**src/rtl/pfbh_pkg.sv**
```systemverilog
// Shared types, constants and helpers for the font segment to ASCII hex converter.
`timescale 1ns / 1ps
`default_nettype none
package pfbh_pkg;

	localparam logic [7:0] SEG_MARK = 8'h80;
	localparam logic [7:0] SEG_END  = 8'h03;
	localparam logic [7:0] CHAR_NL  = 8'h0A;
	localparam logic [7:0] CHAR_0   = 8'h30;
	localparam logic [7:0] CHAR_A10 = 8'h37;   // 'A' - 10

	localparam logic [1:0] KIND_DISCARD = 2'd0;
	localparam logic [1:0] KIND_PASS    = 2'd1;
	localparam logic [1:0] KIND_HEX     = 2'd2;

	localparam int QUEUE_DEPTH = 4;
	localparam int QPTR_W      = $clog2(QUEUE_DEPTH);
	localparam int QCNT_W      = $clog2(QUEUE_DEPTH + 1);

	typedef enum logic [2:0] {
		PH_FIRST   = 3'd0,
		PH_PASS    = 3'd1,
		PH_MARKER  = 3'd2,
		PH_TYPE    = 3'd3,
		PH_LENGTH  = 3'd4,
		PH_DATA    = 3'd5,
		PH_STOPPED = 3'd6
	} phase_t;

	typedef enum logic [1:0] {
		OP_NONE = 2'd0,
		OP_BYTE = 2'd1,
		OP_HEX  = 2'd2
	} op_t;

	// One classified request: what the back end must print for it.
	typedef struct packed {
		logic [7:0] data;
		op_t        op;
		logic       line_nl;   // newline after the two hex digits
		logic       final_nl;  // closing newline, flagged last
	} cmd_t;

	typedef struct packed {
		logic valid;
		cmd_t cmd;
	} q_head_t;

	function automatic logic [7:0] hex_digit(input logic [3:0] v);
		logic [7:0] r;
		if (v <= 4'd9) begin
			r = CHAR_0 + {4'd0, v};
		end else begin
			r = CHAR_A10 + {4'd0, v};
		end
		return r;
	endfunction

endpackage
`default_nettype wire

```
**src/rtl/pfb_segment_to_ascii_hex_core.sv**
```systemverilog
// Top level: font segment deframer with ASCII hex expansion on stream ports.
// Path: an accepted request enters the command queue, then its characters the output register.
// Throughput: one input request per cycle into a 4-entry command queue while it has room; the
// output port emits one character per ready cycle; a hex byte gives 2 or 3 characters (4 with
// the closing newline), a pass-through byte 1. The character port sets the sustained rate.
// Reset: arst_n clears the deframer state, the queue and the output valid at once.
`timescale 1ns / 1ps
`default_nettype none
module pfb_segment_to_ascii_hex_core #(
	parameter int HEX_BYTES_PER_LINE = 32   // hex bytes per text line, 1..256
) (
	input  wire logic       clk,
	input  wire logic       arst_n,
	// input request: one file byte
	input  wire logic       s_tvalid,
	output logic            s_tready,
	input  wire logic [7:0] s_tdata,    // [7:0] in_byte
	input  wire logic       s_tlast,    // in_last
	// output request: one character
	output logic            m_tvalid,
	input  wire logic       m_tready,
	output logic [7:0]      m_tdata,    // [7:0] out_byte
	output logic            m_tlast     // out_last
);
	import pfbh_pkg::*;

	logic    push;
	cmd_t    push_cmd;
	logic    q_ready;
	logic    pop;
	q_head_t head;

	// front: parses marker, type and length, tags each data byte
	pfbh_front #(
		.HEX_BYTES_PER_LINE(HEX_BYTES_PER_LINE)
	) u_front (
		.clk      (clk),
		.arst_n   (arst_n),
		.in_valid (s_tvalid),
		.in_byte  (s_tdata),
		.in_last  (s_tlast),
		.q_ready  (q_ready),
		.in_ready (s_tready),
		.push     (push),
		.push_cmd (push_cmd)
	);

	// decouples parsing from character output; bytes with no output never enter
	pfbh_queue u_queue (
		.clk      (clk),
		.arst_n   (arst_n),
		.push     (push),
		.push_cmd (push_cmd),
		.pop      (pop),
		.ready    (q_ready),
		.head     (head)
	);

	// back: hex digits, line newlines and the closing newline into a registered output
	pfbh_back u_back (
		.clk       (clk),
		.arst_n    (arst_n),
		.head      (head),
		.pop       (pop),
		.out_valid (m_tvalid),
		.out_ready (m_tready),
		.out_byte  (m_tdata),
		.out_last  (m_tlast)
	);

endmodule
`default_nettype wire

```
**src/rtl/pfbh_front.sv**
```systemverilog
// Front end: segment deframer that classifies each input byte into a print command.
`timescale 1ns / 1ps
`default_nettype none
module pfbh_front #(
	parameter int HEX_BYTES_PER_LINE = 32
) (
	input  wire logic          clk,
	input  wire logic          arst_n,
	input  wire logic          in_valid,
	input  wire logic [7:0]    in_byte,
	input  wire logic          in_last,
	input  wire logic          q_ready,
	output logic               in_ready,
	output logic               push,
	output pfbh_pkg::cmd_t     push_cmd
);
	import pfbh_pkg::*;

	localparam logic [8:0] LINE_BYTES = 9'(HEX_BYTES_PER_LINE);

	phase_t      phase_q, phase_step, phase_d;
	logic [1:0]  kind_q, kind_d;
	logic [31:0] rem_q, rem_d, rem_asm;
	logic [1:0]  hcnt_q, hcnt_d;
	logic [7:0]  lpos_q, lpos_d;
	logic        line_end;
	logic        accept;
	cmd_t        cmd;

	assign in_ready = q_ready;
	assign accept   = in_valid & q_ready;
	assign line_end = ({1'b0, lpos_q} + 9'd1) >= LINE_BYTES;
	assign rem_asm  = {in_byte, rem_q[31:8]};   // little-endian length, low byte first

	// next state
	always_comb begin
		phase_step = phase_q;
		kind_d     = kind_q;
		rem_d      = rem_q;
		hcnt_d     = hcnt_q;
		lpos_d     = lpos_q;
		case (phase_q)
			PH_FIRST: begin
				phase_step = (in_byte == SEG_MARK) ? PH_TYPE : PH_PASS;
			end
			PH_PASS: begin
				phase_step = PH_PASS;
			end
			PH_MARKER: begin
				phase_step = (in_byte == SEG_MARK) ? PH_TYPE : PH_STOPPED;
			end
			PH_TYPE: begin
				if (in_byte == SEG_END) begin
					phase_step = PH_STOPPED;
				end else begin
					kind_d     = (in_byte == 8'(KIND_PASS) || in_byte == 8'(KIND_HEX))
					             ? in_byte[1:0] : KIND_DISCARD;
					rem_d      = '0;
					hcnt_d     = '0;
					phase_step = PH_LENGTH;
				end
			end
			PH_LENGTH: begin
				rem_d = rem_asm;
				if (hcnt_q == 2'd3) begin
					hcnt_d     = '0;
					lpos_d     = '0;
					phase_step = (rem_asm == '0) ? PH_MARKER : PH_DATA;
				end else begin
					hcnt_d = hcnt_q + 2'd1;
				end
			end
			PH_DATA: begin
				if (kind_q == KIND_HEX) begin
					lpos_d = line_end ? 8'd0 : lpos_q + 8'd1;
				end
				rem_d = rem_q - 32'd1;
				if (rem_q == 32'd1) begin
					phase_step = PH_MARKER;
				end
			end
			default: begin
				phase_step = phase_q;
			end
		endcase
		phase_d = phase_step;
		// end of file re-arms everything as after reset
		if (in_last) begin
			phase_d = PH_FIRST;
			kind_d  = '0;
			rem_d   = '0;
			hcnt_d  = '0;
			lpos_d  = '0;
		end
	end

	// outputs
	always_comb begin
		cmd.data     = in_byte;
		cmd.op       = OP_NONE;
		cmd.line_nl  = 1'b0;
		cmd.final_nl = 1'b0;
		case (phase_q)
			PH_FIRST: begin
				if (in_byte != SEG_MARK) cmd.op = OP_BYTE;
			end
			PH_PASS: begin
				cmd.op = OP_BYTE;
			end
			PH_MARKER: begin
				if (in_byte != SEG_MARK) cmd.final_nl = 1'b1;
			end
			PH_TYPE: begin
				if (in_byte == SEG_END) cmd.final_nl = 1'b1;
			end
			PH_DATA: begin
				if (kind_q == KIND_PASS) begin
					cmd.op = OP_BYTE;
				end else if (kind_q == KIND_HEX) begin
					cmd.op      = OP_HEX;
					cmd.line_nl = line_end;
				end
			end
			default: begin
				cmd.op = OP_NONE;
			end
		endcase
		if (in_last && phase_step != PH_STOPPED) cmd.final_nl = 1'b1;
	end

	assign push_cmd = cmd;
	assign push     = accept & ((cmd.op != OP_NONE) | cmd.final_nl);

	always_ff @(posedge clk or negedge arst_n) begin
		if (!arst_n) begin
			phase_q <= PH_FIRST;
			kind_q  <= '0;
			rem_q   <= '0;
			hcnt_q  <= '0;
			lpos_q  <= '0;
		end else if (accept) begin
			phase_q <= phase_d;
			kind_q  <= kind_d;
			rem_q   <= rem_d;
			hcnt_q  <= hcnt_d;
			lpos_q  <= lpos_d;
		end
	end

endmodule
`default_nettype wire

```
**src/rtl/pfbh_queue.sv**
```systemverilog
// Short command queue between the deframer and the character emitter.
`timescale 1ns / 1ps
`default_nettype none
module pfbh_queue (
	input  wire logic           clk,
	input  wire logic           arst_n,
	input  wire logic           push,
	input  wire pfbh_pkg::cmd_t push_cmd,
	input  wire logic           pop,
	output logic                ready,
	output pfbh_pkg::q_head_t   head
);
	import pfbh_pkg::*;

	cmd_t              mem_q [QUEUE_DEPTH];
	logic [QPTR_W-1:0] wptr_q, rptr_q;
	logic [QCNT_W-1:0] cnt_q;

	assign ready      = cnt_q != QCNT_W'(QUEUE_DEPTH);
	assign head.valid = cnt_q != '0;
	assign head.cmd   = mem_q[rptr_q];

	always_ff @(posedge clk) begin
		if (push) mem_q[wptr_q] <= push_cmd;
	end

	always_ff @(posedge clk or negedge arst_n) begin
		if (!arst_n) begin
			wptr_q <= '0;
			rptr_q <= '0;
			cnt_q  <= '0;
		end else begin
			if (push) wptr_q <= wptr_q + QPTR_W'(1);
			if (pop)  rptr_q <= rptr_q + QPTR_W'(1);
			case ({push, pop})
				2'b10:   cnt_q <= cnt_q + QCNT_W'(1);
				2'b01:   cnt_q <= cnt_q - QCNT_W'(1);
				default: cnt_q <= cnt_q;
			endcase
		end
	end

endmodule
`default_nettype wire

```
**src/rtl/pfbh_back.sv**
```systemverilog
// Back end: expands queued commands into characters, one per ready cycle.
`timescale 1ns / 1ps
`default_nettype none
module pfbh_back (
	input  wire logic              clk,
	input  wire logic              arst_n,
	input  wire pfbh_pkg::q_head_t head,
	output logic                   pop,
	output logic                   out_valid,
	input  wire logic              out_ready,
	output logic [7:0]             out_byte,
	output logic                   out_last
);
	import pfbh_pkg::*;

	logic [7:0] seq [4];
	logic [2:0] n_chars;
	logic [1:0] idx_q;
	logic       is_last_char;
	logic       load;
	logic       valid_q;
	logic [7:0] byte_q;
	logic       last_q;

	// character sequence of the head command
	always_comb begin
		seq[0]  = CHAR_NL;
		seq[1]  = CHAR_NL;
		seq[2]  = CHAR_NL;
		seq[3]  = CHAR_NL;
		n_chars = 3'd0;
		case (head.cmd.op)
			OP_BYTE: begin
				seq[0]  = head.cmd.data;
				n_chars = 3'd1;
			end
			OP_HEX: begin
				seq[0]  = hex_digit(head.cmd.data[7:4]);
				seq[1]  = hex_digit(head.cmd.data[3:0]);
				n_chars = head.cmd.line_nl ? 3'd3 : 3'd2;
			end
			default: begin
				n_chars = 3'd0;
			end
		endcase
		// closing newline is CHAR_NL already in the slot after the body
		if (head.cmd.final_nl) n_chars = n_chars + 3'd1;
	end

	assign is_last_char = {1'b0, idx_q} == (n_chars - 3'd1);
	assign load         = head.valid & (~valid_q | out_ready);
	assign pop          = load & is_last_char;

	always_ff @(posedge clk or negedge arst_n) begin
		if (!arst_n) begin
			valid_q <= 1'b0;
			idx_q   <= '0;
		end else begin
			if (load) begin
				valid_q <= 1'b1;
				idx_q   <= is_last_char ? 2'd0 : idx_q + 2'd1;
			end else if (out_ready) begin
				valid_q <= 1'b0;
			end
		end
	end

	always_ff @(posedge clk) begin
		if (load) begin
			byte_q <= seq[idx_q];
			last_q <= head.cmd.final_nl & is_last_char;
		end
	end

	assign out_valid = valid_q;
	assign out_byte  = byte_q;
	assign out_last  = last_q;

	a_head_held: assert property (@(posedge clk) disable iff (!arst_n)
		idx_q != 2'd0 |-> head.valid)
		else $error("command left the queue mid-expansion");
	a_pop_on_load: assert property (@(posedge clk) disable iff (!arst_n)
		pop |-> load && head.valid)
		else $error("pop without a character issued");
	a_last_is_nl: assert property (@(posedge clk) disable iff (!arst_n)
		valid_q && last_q |-> byte_q == CHAR_NL)
		else $error("final character is not a newline");

endmodule
`default_nettype wire

```
**config.mk**
```make
export PLATFORM = sky130hd
export DESIGN_NAME = pfb_segment_to_ascii_hex_core
export DESIGN_NICKNAME = d
export VERILOG_FILES = /design/src/rtl/pfbh_pkg.sv /design/src/rtl/pfb_segment_to_ascii_hex_core.sv /design/src/rtl/pfbh_front.sv /design/src/rtl/pfbh_queue.sv /design/src/rtl/pfbh_back.sv
export SDC_FILE = /design/constraint.sdc
export NUM_CORES = 1
export LEC_CHECK = 0
export BUFFER_PORTS_ARGS = -buffer_cell sky130_fd_sc_hd__buf_4
export CAP_MARGIN = 20
export CORE_ASPECT_RATIO = 0.7
export CORE_MARGIN = 2
export CORE_UTILIZATION = 40
export DETAILED_ROUTE_END_ITERATION = 12
export PLACE_DENSITY = 0.68
export SYNTH_ARGS = -nofsm -noshare
export SYNTH_HDL_FRONTEND = slang
export SYNTH_SLANG_ARGS = --single-unit
export TNS_END_PERCENT = 20
```
**constraint.sdc**
```tcl
create_clock -name clk -period 6.4 [get_ports clk]
set_clock_uncertainty 0.05 [all_clocks]
set_input_delay 0.32 -clock clk [delete_from_list [all_inputs] [get_ports clk]]
set_output_delay 0.32 -clock clk [all_outputs]
set_load 0.05 [all_outputs]
```
==> impl_metrics.toml <==
[outcome]
status = "finished clean"

[drt]
firstDrtPassIters = 5
vias = 4750
drcViolationCount = 0
wl_mm = 14.3
ant_nets = 0
wire_per_inst_um = 17.4
dr.first_iter.drc_count = 460
viasPerCell = 5.79

[clock_tree]
tritoncts = "built"
cts_sinks = 114
clockBufferDepth = 2
insertion_delay_ns = 0.42
ctsHoldBuffers = 1
cts_buffers = 17
cts_root_buffer = "clkbuf_16"
post_cts_buffers = 0
clkTransAtPathRegs_ns = 0.06
cts_resized = 0
htree_levels = 4

[sta]
setup_viol = 0
max_freq_ghz = 0.179
min_period_over_period_pct = 87.1
finalMaxSlewViolations = 0
period_minus_slack_ns = 5.57
relSlewSlack_pct = 24.7
rsz0062_at_grt = "no"
setup_tns_ns = 0
hold_viol = 0
tightest_slew_ns = 1.12

[grt]
grt_max_degree = 58
grt-ovfl-total = 0
first_global_vias = 4443
grt_usage_pct = 18.0
antenna_found_initial = 0
grt_pass1_wl_mm = 23.5

[pwr]
power_leakage_nw = 2.83
ir_worst_vdd_mv = 0.226
p_per_area_nw_per_um2 = 402

[synthesis]
yosys_warnings = 0
ys_ff_latch = 114
dominantRegCellSynth = "edfxtp_1"
syn-cell-area_sq_um = 6230
synthCells = 595
synth_edf_count = 57
ys_types = 68
synth_top_cell_area_share_pct = 27.5
postSynthAreaPerCell_sq_um = 10.5
seq_area_frac_synth_pct = 50.3
synth_area_leaders = "edfxtp_1, dfrtp_1, nand2_1"
yosysTopAreaCell = "edfxtp_1"
syn_nets = 628
synth-async-reset-ratio_pct = 50.0

[worst_setup_path]
r2r_end = "u_queue.cnt_q[2]"
required_ns = 6.69
cp-end-kind = "flop"
r2r_setup_slack_ns = 0.83
startpoint_type = "flop"
ff2ff_path_depth = 18
crit_arrival_ns = 5.86
reg2reg_from = "u_queue.rptr_q[0]"
critPathKind = "flop to flop"
path_max_fanout = 15

[layout]
syn2layout_area_growth_pct = 13.6
multi_input_area_sq_um = 2840
n_antenna_cell = 0
nNetsFinal = 641
design_area_sq_um = 7090
drive_gt1_share_pct = 14.5
final_cells = 821
fill_cells = 1355
area.sequential_sq_um = 3140

[place]
port_buffers = 23
placed_cell_area_sq_um = 6500
dp_hpwl_mm = 9.70
gp_congestion = 0.855
dp.cells = 784

[flow_run]
maxCapViolations = 0

[die]
die_h_um = 108
start_util_pct = 40.6
die_area_sq_um = 16600
io_pins = 24
fp.coreArea_sq_um = 15400
die_w_um = 153
rows = 38

[worst_hold_path]
whs_endpoint = "u_queue.mem_q[2][8]"
holdCritStartpoint = "s_tdata[4]"
hold_path_depth = 1
hold_path_class = "primary input to flop"
[flip-flops by register name (all words and copies together), names as in the netlist]
name              count
u_back.out_byte       8
u_front.lpos_q        8
u_front.kind_q        2
u_front.rem_q        32
u_back.idx_q          2
u_queue.rptr_q        2
u_queue.cnt_q         3
u_queue.mem_q        48
u_front.hcnt_q        2
u_back.out_valid      1
u_queue.wptr_q        2
u_back.out_last       1
u_front.phase_q       3
[cell usage after synthesis (all sizes together) (13+ instances only)]
cell     n
xnor2   13
nor3    15
nor4    15
dfrtp   57
ha      19
clkbuf  26
nor2    50
inv     26
a21oi   29
nand2   69
o21ai   56
edfxtp  57
[worst max-delay path, stage by stage, from the launching register on]
cell and delay, ns:
dfrtp_1 0.86, mux4_2 0.62, inv_1 0.12, ha_1 0.40, or3b_2 0.48, o221ai_1 0.35
ha_1 0.31, mux2i_1 0.14, ha_1 0.26, xnor2_1 0.14, nor3b_1 0.26, mux2i_1 0.17
nor2_1 0.25, ha_1 0.23, inv_1 0.07, fa_1 0.39, xor2_1 0.15, nor2_1 0.11
xor2_1 0.15
[layout by cell type, fill, tap and decap left out, types with 8 or more instances in the layout]
master,netlist,layout
dfrtp_1,57,57
mux4_2,11,11
nor2_1,50,50
ha_1,19,19
inv_1,25,25
clkbuf_16,0,17
and2_1,12,12
nand2_1,69,69
nor4_1,13,13
nand3_1,8,8
a221o_1,9,9
a21oi_1,27,27
xnor2_1,13,13
nor3_1,13,13
buf_4,0,27
edfxtp_1,57,57
or3_1,9,9
o31ai_1,8,8
o21ai_1,8,9
o21ai_0,48,47
[power breakdown]
group | switching [mW] | internal (mW) | total [mW]
logic | 0.577 | 0.375 | 0.952
registers | 0.118 | 0.906 | 1.02
clock network | 0.369 | 0.504 | 0.873
total | 1.06 | 1.79 | 2.85
[per-stage QoR]
| stage | total power, mW | worst slack (ns) | hold WS [ns] | util, % |
|---|---|---|---|---|
| 2_1_floorplan | 1.74 | 1.18 | -0.0256 | - |
| 3_3_place_gp | 1.94 | 1.02 | 0.376 | 42.3 |
| 3_5_place_dp | 1.98 | 0.801 | 0.393 | 42.3 |
| 4_1_cts | 2.86 | 0.769 | 0.0729 | 45.9 |
| 5_1_grt | 3.01 | 0.392 | 0.0702 | 46.1 |
| 6_report | 2.85 | 0.828 | 0.0840 | 46.1 |
[how the worst max path moves through the flow]
stage,start,endpoint,depth (start not counted),slack [ns]
2_1_floorplan,u_queue.rptr_q[0],u_queue.cnt_q[2],20,1.18
3_3_place_gp,u_queue.rptr_q[0],u_queue.cnt_q[2],18,1.02
3_5_place_dp,u_queue.rptr_q[0],u_queue.cnt_q[2],18,0.80
4_1_cts,u_queue.rptr_q[0],u_queue.cnt_q[2],18,0.77
5_1_grt,u_queue.rptr_q[0],u_queue.cnt_q[2],18,0.39
6_report,u_queue.rptr_q[0],u_queue.cnt_q[2],18,0.83
[cells by family (layout without fill, tap and decap cells)]
| kind of cell | count (synthesis) | after routing | share of synthesized area, % |
|---|---|---|---|
| AND/OR/NAND/NOR | 219 | 219 | 18.3 |
| AO/OA/AOI/OAI | 148 | 148 | 15.7 |
| flip-flops | 114 | 114 | 50.3 |
| buffers and inverters | 60 | 86 | 4.15 |
| adder cells (fa/ha/maj) | 20 | 20 | 4.13 |
| XOR/XNOR | 18 | 18 | 2.53 |
| multiplexers | 16 | 16 | 4.78 |
[metal layers]
metal / GRT usage, % / wire length, um
met5: 0 / 0
met2: 26.6 / 6320
met3: 4.49 / 895
met4: 7.08 / 187
met1: 25.4 / 6870
[final cells by class]
type	instances	share of cell area, %
Clock buffer	17	6.00
Clock inverter	15	1.75
Inverter	26	1.38
Multi-Input combinational cell	421	40.0
Sequential cell	114	44.3
Tap cell	200	3.53
Timing Repair Buffer	28	3.00
No activity file was read; power rests on OpenSTA's default activity.
